### config.mk
export PLATFORM = sky130hd
export DESIGN_NAME = msp_div_stage
export DESIGN_NICKNAME = d
export VERILOG_FILES = /design/src/midtone_stretch_pixel_mapper_top_defines.svh /design/src/msp_pkg.sv /design/src/msp_div_stage.sv
export SDC_FILE = /design/constraint.sdc
export NUM_CORES = 1
export LEC_CHECK = 0
export BUFFER_PORTS_ARGS = -buffer_cell sky130_fd_sc_hd__clkbuf_2
export CAP_MARGIN = 5
export CELL_PAD_IN_SITES_DETAIL_PLACEMENT = 1
export CELL_PAD_IN_SITES_GLOBAL_PLACEMENT = 1
export CORE_UTILIZATION = 41
export DETAILED_ROUTE_END_ITERATION = 10
export PLACE_DENSITY_LB_ADDON = 0.25
export REMOVE_ABC_BUFFERS = 1
export SLEW_MARGIN = 10
export SYNTH_ARGS = -nofsm -noshare
export SYNTH_HDL_FRONTEND = slang
export SYNTH_SLANG_ARGS = --single-unit
export TNS_END_PERCENT = 5
### constraint.sdc
create_clock -name clk -period 2.1 [get_ports clk]
set_clock_uncertainty 0.15 [all_clocks]
set_input_delay 0.21 -clock clk [delete_from_list [all_inputs] [get_ports clk]]
set_output_delay 0.21 -clock clk [all_outputs]
set_load 0.01 [all_outputs]
### src/midtone_stretch_pixel_mapper_top_defines.svh
// ----------------------------------------------------------------------------
// Midtone stretch pixel mapper assertion macros
// Clocked on clk, disabled while arst_n is low.
// ----------------------------------------------------------------------------
`ifndef MIDTONE_STRETCH_PIXEL_MAPPER_TOP_DEFINES_SVH
`define MIDTONE_STRETCH_PIXEL_MAPPER_TOP_DEFINES_SVH

// antecedent implies consequent in the same cycle
`define MSP_ASSERT_IMP(label, ante, cons, msg) \
	label: assert property (@(posedge clk) disable iff (!arst_n) (ante) |-> (cons)) \
		else $error(msg);

// antecedent implies consequent in the next cycle
`define MSP_ASSERT_NXT(label, ante, cons, msg) \
	label: assert property (@(posedge clk) disable iff (!arst_n) (ante) |=> (cons)) \
		else $error(msg);

`endif

### src/msp_pkg.sv
// ----------------------------------------------------------------------------
// msp_pkg
// Shared widths, register indexes and pipeline control type of the mapper.
// ----------------------------------------------------------------------------
`default_nettype none

package msp_pkg;

	localparam int SAMPLE_W        = 16;
	localparam int COEFF_W         = 48;
	localparam int OUT_W           = 8;
	localparam int SAMPLE_BITS_DEF = 16;
	localparam int FRAC_BITS_DEF   = 16;
	// eight quotient bits plus one overflow bit
	localparam int QUO_BITS        = OUT_W + 1;
	localparam int APB_DATA_W      = 64;
	localparam int APB_ADDR_W      = 5;

	localparam logic [OUT_W-1:0]    OUT_MAX    = 8'hFF;
	localparam logic [SAMPLE_W-1:0] SAMPLE_MAX = 16'hFFFF;

	typedef enum logic [1:0] {
		REG_BLACK = 2'd0,
		REG_WHITE = 2'd1,
		REG_GAIN  = 2'd2,
		REG_POLE  = 2'd3
	} reg_idx_t;

	// result already decided before the divider
	typedef struct packed {
		logic             pinned;
		logic [OUT_W-1:0] pin_val;
	} msp_ctl_t;

	function automatic int max_i(input int a, input int b);
		return (a > b) ? a : b;
	endfunction

	function automatic int num_w(input int sb);
		return COEFF_W + sb + 1;
	endfunction

	function automatic int den_w(input int sb, input int fb);
		return max_i(sb + fb + 1, COEFF_W) + 1;
	endfunction

	function automatic int cmp_w(input int sb, input int fb);
		return max_i(num_w(sb), den_w(sb, fb) + OUT_W);
	endfunction

endpackage

`default_nettype wire

### src/msp_div_stage.sv
// ----------------------------------------------------------------------------
// msp_div_stage
// One registered restoring division step for quotient bit SHIFT.
// ----------------------------------------------------------------------------
`default_nettype none

module msp_div_stage
	import msp_pkg::*;
#(
	parameter int SAMPLE_BITS = SAMPLE_BITS_DEF,
	parameter int FRAC_BITS   = FRAC_BITS_DEF,
	parameter int SHIFT       = 0,
	localparam int NUM_W      = num_w(SAMPLE_BITS),
	localparam int DEN_W      = den_w(SAMPLE_BITS, FRAC_BITS),
	localparam int CMP_W      = cmp_w(SAMPLE_BITS, FRAC_BITS)
) (
	input  logic                clk,
	input  logic                arst_n,
	input  logic                en,
	input  logic                in_valid,
	input  logic [NUM_W-1:0]    rem_i,
	input  logic [DEN_W-1:0]    dmag_i,
	input  logic [QUO_BITS-1:0] q_i,
	input  msp_ctl_t            ctl_i,
	output logic                valid_o,
	output logic [NUM_W-1:0]    rem_o,
	output logic [DEN_W-1:0]    dmag_o,
	output logic [QUO_BITS-1:0] q_o,
	output msp_ctl_t            ctl_o
);

	logic [CMP_W:0]        dsh, diff;
	logic                  ge;
	logic [QUO_BITS-1:0]   q_c;

	logic                  v_s1;
	logic [NUM_W-1:0]      rem_s1;
	logic [DEN_W-1:0]      dmag_s1;
	logic [QUO_BITS-1:0]   q_s1;
	msp_ctl_t              ctl_s1;

	assign dsh  = (CMP_W + 1)'(dmag_i) << SHIFT;
	assign diff = (CMP_W + 1)'(rem_i) - dsh;
	assign ge   = !diff[CMP_W];

	always_comb begin
		q_c        = q_i;
		q_c[SHIFT] = ge;
	end

	always_ff @(posedge clk or negedge arst_n) begin
		if (!arst_n) begin
			v_s1 <= 1'b0;
		end else if (en) begin
			v_s1 <= in_valid;
		end
	end

	always_ff @(posedge clk) begin
		if (en) begin
			rem_s1  <= ge ? diff[NUM_W-1:0] : rem_i;
			dmag_s1 <= dmag_i;
			q_s1    <= q_c;
			ctl_s1  <= ctl_i;
		end
	end

	assign valid_o = v_s1;
	assign rem_o   = rem_s1;
	assign dmag_o  = dmag_s1;
	assign q_o     = q_s1;
	assign ctl_o   = ctl_s1;

endmodule

`default_nettype wire

==> results of run 1 <==
## per-layer routing
layer,overflow,GRT usage [%]
met5,0,9.524
met4,20,79.76
met3,1,50.83
met2,22,93.74
met1,0,67.41
## metrics by stage
step / setup TNS (ns) / setup WS, ns
after CTS: -39.29 / -0.9746
after detailed placement: -80.77 / -1.543
after floorplan: -97.69 / -1.854
after global placement: -74.47 / -1.372
## what timing repair did
action / 4_1_cts
pin swaps: 15
setup buffers: 5
hold buffers: 84
gates resized for setup: 67
hold endpoints to repair: 83
setup endpoints to repair: 66
## cell families after synthesis
family / Yosys count / share of synthesized area, %
xor gates and xnor gates: 57 / 6.420
buffers and inverters: 78 / 3.829
AOI/OAI and AO/OA: 212 / 16.43
muxes: 1 / 0.1448
and+or+nand+nor: 238 / 13.74
adders and majority gates: 50 / 8.142
DFF: 133 / 51.30
==> results, run 1 <==
- The top cell type by area accounts for 50.97% of the synthesized area.
- The classification of the worst endpoint is a register input.
- The count of standard-cell rows is 50.
- The critical endpoint after global-route timing repair is rem_o[58]$_DFFE_PP_/D.
- After synthesis, the netlist uses 58 different library cells.
- During synthesis, Yosys emitted a total of 0 warnings.
- Of all cell types, the one taking the most synthesized area is sky130_fd_sc_hd__edfxtp_1.
- The initial utilization of the core area, before any placement, comes to 41.71%.
- The flop and latch count out of synthesis is ~130.
- The mapped netlist covers a little under 8000 um^2.
- The depth of the CTS H-tree is 4.
- The number of enable flip-flop cells after synthesis is between 100 and 150.
- The async set-reset flop share out of synthesis is less than 1%.
- The die is approximately 140 um wide.
- The run ended at 5_1_grt.
- The initial antenna violation count is 11.
- CTS saw 133 sinks.
- The primary flip-flop cell chosen by synthesis mapping is sky130_fd_sc_hd__edfxtp_1.
- The cell at the root of the clock tree is sky130_fd_sc_hd__clkbuf_16.
- During I/O placement, the number of pins put on the boundary was 269.
- The final estimated routing congestion in global placement is 0.8664.
- The leading cell type by number of instances after synthesis is sky130_fd_sc_hd__edfxtp_1.
- By area the synthesized netlist is led by sky130_fd_sc_hd__edfxtp_1, sky130_fd_sc_hd__ha_1, sky130_fd_sc_hd__a21oi_1, sky130_fd_sc_hd__nor2_1, sky130_fd_sc_hd__nand2_1.
- The final global-route overflow total is between 40 and 50.
- The die boundary height is 139.7 um.
- Port buffering added ~270 buffers.
- The placed instances occupy a cell area of 11190 um^2.
- The maximum number of pins on one net before global-route repair is between 40 and 50.
- The flow did not finish.
- The fraction of the yosys area taken by sequential cells is 51.30%.
- The average cell area after synthesis is roughly 10 um^2.
- After detailed placement, the design holds a cell count of roughly 1500.
- After legalization and detailed placement, the total HPWL measured 23140 um.
- The maximum buffer depth of the clock tree is 2.
- Counting the buffers created by CTS gives 17.
- The commonest cells after synthesis are sky130_fd_sc_hd__edfxtp_1, sky130_fd_sc_hd__a21oi_1, sky130_fd_sc_hd__nor2_1, sky130_fd_sc_hd__nand2_1, sky130_fd_sc_hd__inv_1.
- The synthesized instance count is 769.
- The tool reported: "[ERROR GRT-0232] Routing congestion too high. Check the congestion heatmap in the GUI".
- The total routing resource utilization after global routing is slightly above 70%.
==> inputs of run 2 (changes only) <==
--- a/config.mk
+++ b/config.mk
@@ -7,11 +7,9 @@
 export LEC_CHECK = 0
 export BUFFER_PORTS_ARGS = -buffer_cell sky130_fd_sc_hd__clkbuf_2
 export CAP_MARGIN = 5
-export CELL_PAD_IN_SITES_DETAIL_PLACEMENT = 1
-export CELL_PAD_IN_SITES_GLOBAL_PLACEMENT = 1
-export CORE_UTILIZATION = 41
+export CORE_UTILIZATION = 40
 export DETAILED_ROUTE_END_ITERATION = 10
-export PLACE_DENSITY_LB_ADDON = 0.25
+export PLACE_DENSITY_LB_ADDON = 0.15
 export REMOVE_ABC_BUFFERS = 1
 export SLEW_MARGIN = 10
 export SYNTH_ARGS = -nofsm -noshare
==> run 2 against run 1 <==
The flow now finishes, with violations (negative hold slack, negative setup slack). Synthesized cell count unchanged. Area after synthesis is the same.
==> results, run 2 <==
- After global routing the overflow that remains totals 0.
- The hold path depth is 3.
- The final hold violation count is 1.
- The compound-gate portion of the synthesized area is 16.43% (unchanged).
- The final core utilization is a little over two thirds.
- The clock transition at the registers of the reported paths is around 0.06 ns.
- The via count is 8063.
- The number of filler instances in the final layout is between 1500 and 2000.
- TritonCTS built the clock tree.
- The leading cell type in the layout, fill and taps excluded is sky130_fd_sc_hd__clkbuf_2.
- Sorting the synthesized cells by area gives the leading types as sky130_fd_sc_hd__edfxtp_1, sky130_fd_sc_hd__ha_1, sky130_fd_sc_hd__a21oi_1, sky130_fd_sc_hd__nor2_1, sky130_fd_sc_hd__nand2_1.
- The clock sink count is 133 (unchanged).
- The final routed wirelength across all metal layers is around 25000 um.
- Entering global routing, the biggest net connects slightly below 50 pins.
- The combinational family with the most area after synthesis is compound AO/OA/AOI/OAI gates.
- Counting cells, the worst reg-to-reg path comes to 1.
- Setup total negative slack on the finished layout was measured at -36.82 ns.
- The area share of and/or/nand/nor cells after synthesis is 13.74% (unchanged).
- Before antenna repair, the detailed router went through 5 iterations.
- The count of standard-cell rows is 50 (unchanged).
- The checks that failed: negative hold slack, negative setup slack.
- The number of distinct library cells after synthesis is 58 (unchanged).
- The final estimated routing congestion in global placement came to 0.9313 (+7.5%).
- Setup slack on the critical path of the routed design comes to -0.8127 ns.
- The post-route DRC violation count is 0.
- The top cell types in the final layout, fill and taps aside, are sky130_fd_sc_hd__clkbuf_2, sky130_fd_sc_hd__buf_4, sky130_fd_sc_hd__edfxtp_1, sky130_fd_sc_hd__dlygate4sd3_1, sky130_fd_sc_hd__a21oi_1.
- The worst ir drop on vdd is 0.5943 mV.
- Setup violations remaining at the end of the flow were counted as 66.
- At the pin with the least slew margin, the transition time is 0.4447 ns.
- The primary flip-flop cell chosen by synthesis mapping is sky130_fd_sc_hd__edfxtp_1.
- The cell at the root of the clock tree is sky130_fd_sc_hd__clkbuf_16.
- The part of the total power dissipated in the clock network is 34.9%.
- Across all hold checks on the routed design, the worst slack comes to -0.02759 ns.
- The count of warnings emitted by yosys is 0 (unchanged).
- The startpoint of the tightest hold check path is rem_i[8].
- The initial antenna violation count is 0.
- Combinational cells account for 28.4% of the total power.
- The path type of the worst min-delay path is primary input to flip-flop.
- The number of enable flip-flop cells after synthesis is 132 (unchanged).
- The startpoint type of the worst setup path is a primary input.
- The proportion of synthesized area in mux cells is 0.1448% (unchanged).
- The area share of the largest cell type after synthesis came to 50.97% (unchanged).
- Tracing the worst setup path back leads to its startpoint at dmag_i[11].
- Of the cells placed in the final design, the portion with a size suffix greater than 1 is between 40% and 50%.
- The synthesized instance count is 769 (unchanged).
- The setup slack on the worst flop-to-flop path is roughly 1.2 ns.
- The total routing resource utilization after global routing is 25.99%.
- The register with the most flip-flops in the layout has 65 of them.
- The area growth from synthesis to layout is 71.25%.
- For the worst-skew pair, the clock arrives at the later sink with an insertion delay of approximately 0.42 ns.
- The maximum clock rate is approximately 340 MHz.
- The post-detailed-placement half-perimeter wirelength came to 19060 um (-18%).
- The analysis attributes to net switching a power of approximately 2700 uW.
- The first global-routing pass estimated between 40000 and 50000 um of wire.
- Using the TritonRoute via totals, the vias-per-cell ratio works out to a little under 5.
- The I/O pin count is 269 (unchanged).
- The depth of the CTS H-tree is 4 (unchanged).
- The run finished, with violations left.
- The post-synthesis share of cell area spent on full adders, half adders and majority gates is 8.142% (unchanged).
- The largest fanout on the critical path is 5.
- The fraction of synthesized cell area in xor and xnor cells is 6.420% (unchanged).
- The number of buffers inserted during clock tree synthesis is 17 (unchanged).
- The worst slew slack as a fraction of its limit is a little over two thirds.
- Ranked by instance count, the synthesized netlist is headed by sky130_fd_sc_hd__edfxtp_1, sky130_fd_sc_hd__a21oi_1, sky130_fd_sc_hd__nor2_1, sky130_fd_sc_hd__nand2_1, sky130_fd_sc_hd__inv_1.
- The final critical-path share of the clock period is 138.7%.
- The number of pins exceeding their max-slew limit in the final report is 0.
- The average cell area after synthesis was 10.11 um^2 (unchanged).
- The type of the worst setup path is primary input to flip-flop.
- The horizontal die dimension is 141.4 um (+1.2%).
- The total cell area at the placement stage is 11230 um^2 (+0.40%).
- The async set-reset flop share out of synthesis came to 0.7519% (unchanged).
- The initial detailed-routing violation count is about 410.
- In the final design database the tool counted approximately 1600 nets.
- The leading cell type by number of instances after synthesis is sky130_fd_sc_hd__edfxtp_1.
- The switching fraction of total power is just under 30%.
- The via count of the first global-routing pass was between 8000 and 9000.
- Of the total power, registers draw between 30% and 40%.
- The library cell occupying the most area in the post-synthesis netlist is sky130_fd_sc_hd__edfxtp_1.
- The die footprint is approximately 20000 um^2.
- The smallest clock period supported by the final layout is computed as 2.913 ns.
- The initial core utilization is 41.16% (-0.55 points).
- The critical path arrival is slightly below 3 ns.
- The region available for standard cell placement spans about 19000 um^2.
- The fraction of the yosys area taken by sequential cells came to 51.30% (unchanged).
- The worst endpoint required time is 2.11 ns.
- Cell internal power was estimated by the tool at between 6000 and 7000 uW.
- The die boundary height is 141.4 um (+1.2%).
- The number of antenna diodes in the final layout is 0.
- The flop and latch count out of synthesis came to 133 (unchanged).
- The leakage power total is 0.006145 uW.
- The reported max-cap violation count is 0.
- The post-route standard cell area excluding fillers is around 13000 um^2.
- The post-route total power is approximately 9200 uW.
- The final routed wire length divided by cell count is 15.30 um.
- In this run the critical register-to-register path is launched from valid_o.
- The maximum buffer depth of the clock tree is 2 (unchanged).
- Setup repair after global routing could not meet its margin everywhere.
- The number of port buffers is 267 (unchanged).
- The number of nets with antenna violations after detailed routing is 0.
- The post-synth design cell area is 7776 um^2 (unchanged).
- In this run the power density over the cells is 691.8 nW/um^2.
- The nature of the critical path endpoint is a flip-flop.
run 2: worst max-delay path, cell delays in order:
cell and delay (ns):
sky130_fd_sc_hd__buf_6 0.08, sky130_fd_sc_hd__inv_4 0.03, sky130_fd_sc_hd__ha_4 0.27, sky130_fd_sc_hd__nand4_4 0.11, sky130_fd_sc_hd__a211o_1 0.29, sky130_fd_sc_hd__o2111a_2 0.19
sky130_fd_sc_hd__a2111oi_4 0.35, sky130_fd_sc_hd__nor3_2 0.08, sky130_fd_sc_hd__o31a_1 0.27, sky130_fd_sc_hd__or4_4 0.46, sky130_fd_sc_hd__o311ai_4 0.33, sky130_fd_sc_hd__nor4_1 0.10
sky130_fd_sc_hd__xor2_1 0.15
run 2: cell type report:
type / instances / area (um^2) / share of cell area [%]
Clock inverter: 15 / 195.2 / 1.466
Timing Repair Buffer: 617 / 4330 / 32.52
Multi-Input combinational cell: 558 / 3805 / 28.57
Clock buffer: 17 / 425.4 / 3.195
Tap cell: 260 / 325.3 / 2.443
Sequential cell: 133 / 3989 / 29.95
Inverter: 63 / 246.5 / 1.851
run 2: metal layers:
layer  share of wire [%]  GRT usage, %  up-vias
met5                   0             0        -
met4                 1.7         8.942        0
met3                 5.1         4.455       36
met2                  50         46.12      234
met1                  43         31.86     3750
li1                    -             -     4043
run 2: power by group through the flow:
stage / registers (uW) / clock network, uW / logic [uW]
final: 3380 / 3210 / 2620
after floorplan: 3590 / 0 / 881
after global routing: 3410 / 3360 / 2860
after CTS: 3380 / 3260 / 2540
after detailed placement: 3430 / 0 / 2310
after global placement: 3430 / 0 / 2310
run 2: path summary, 6_finish.rpt:
kind                             endpoint
worst min-delay path             rem_o[8]
max in group asynchronous         valid_o
worst max register to register    valid_o
worst max-delay path            rem_o[60]
min in group asynchronous         valid_o
worst min register to register    valid_o
run 2: cell families after synthesis:
group | after synthesis
multiplexers | 1
XOR/XNOR | 57
adder cells (fa/ha/maj) | 50
AND/OR/NAND/NOR | 238
buffers and inverters | 78
flip-flops | 133
AO/OA/AOI/OAI | 212
run 2: per-stage QoR:
stage | std cells | setup WS, ns
floorplan | 754 | -1.854
CTS | 1661 | -0.8838
global route | 1663 | -0.9128
finish | 1663 | -0.8127
detailed placement | 1522 | -1.594
global placement | 1522 | -1.513
run 2: timing repair:
| action | CTS | global route |
|---|---|---|
| hold buffers | 99 | 0 |
| hold endpoints to repair | 109 | 0 |
| setup endpoints to repair | 66 | 66 |
| pin swaps | 11 | 7 |
| buffers inserted | 8 | 2 |
| resized for setup | 43 | 60 |
No activity file was read; power rests on OpenSTA's default activity.
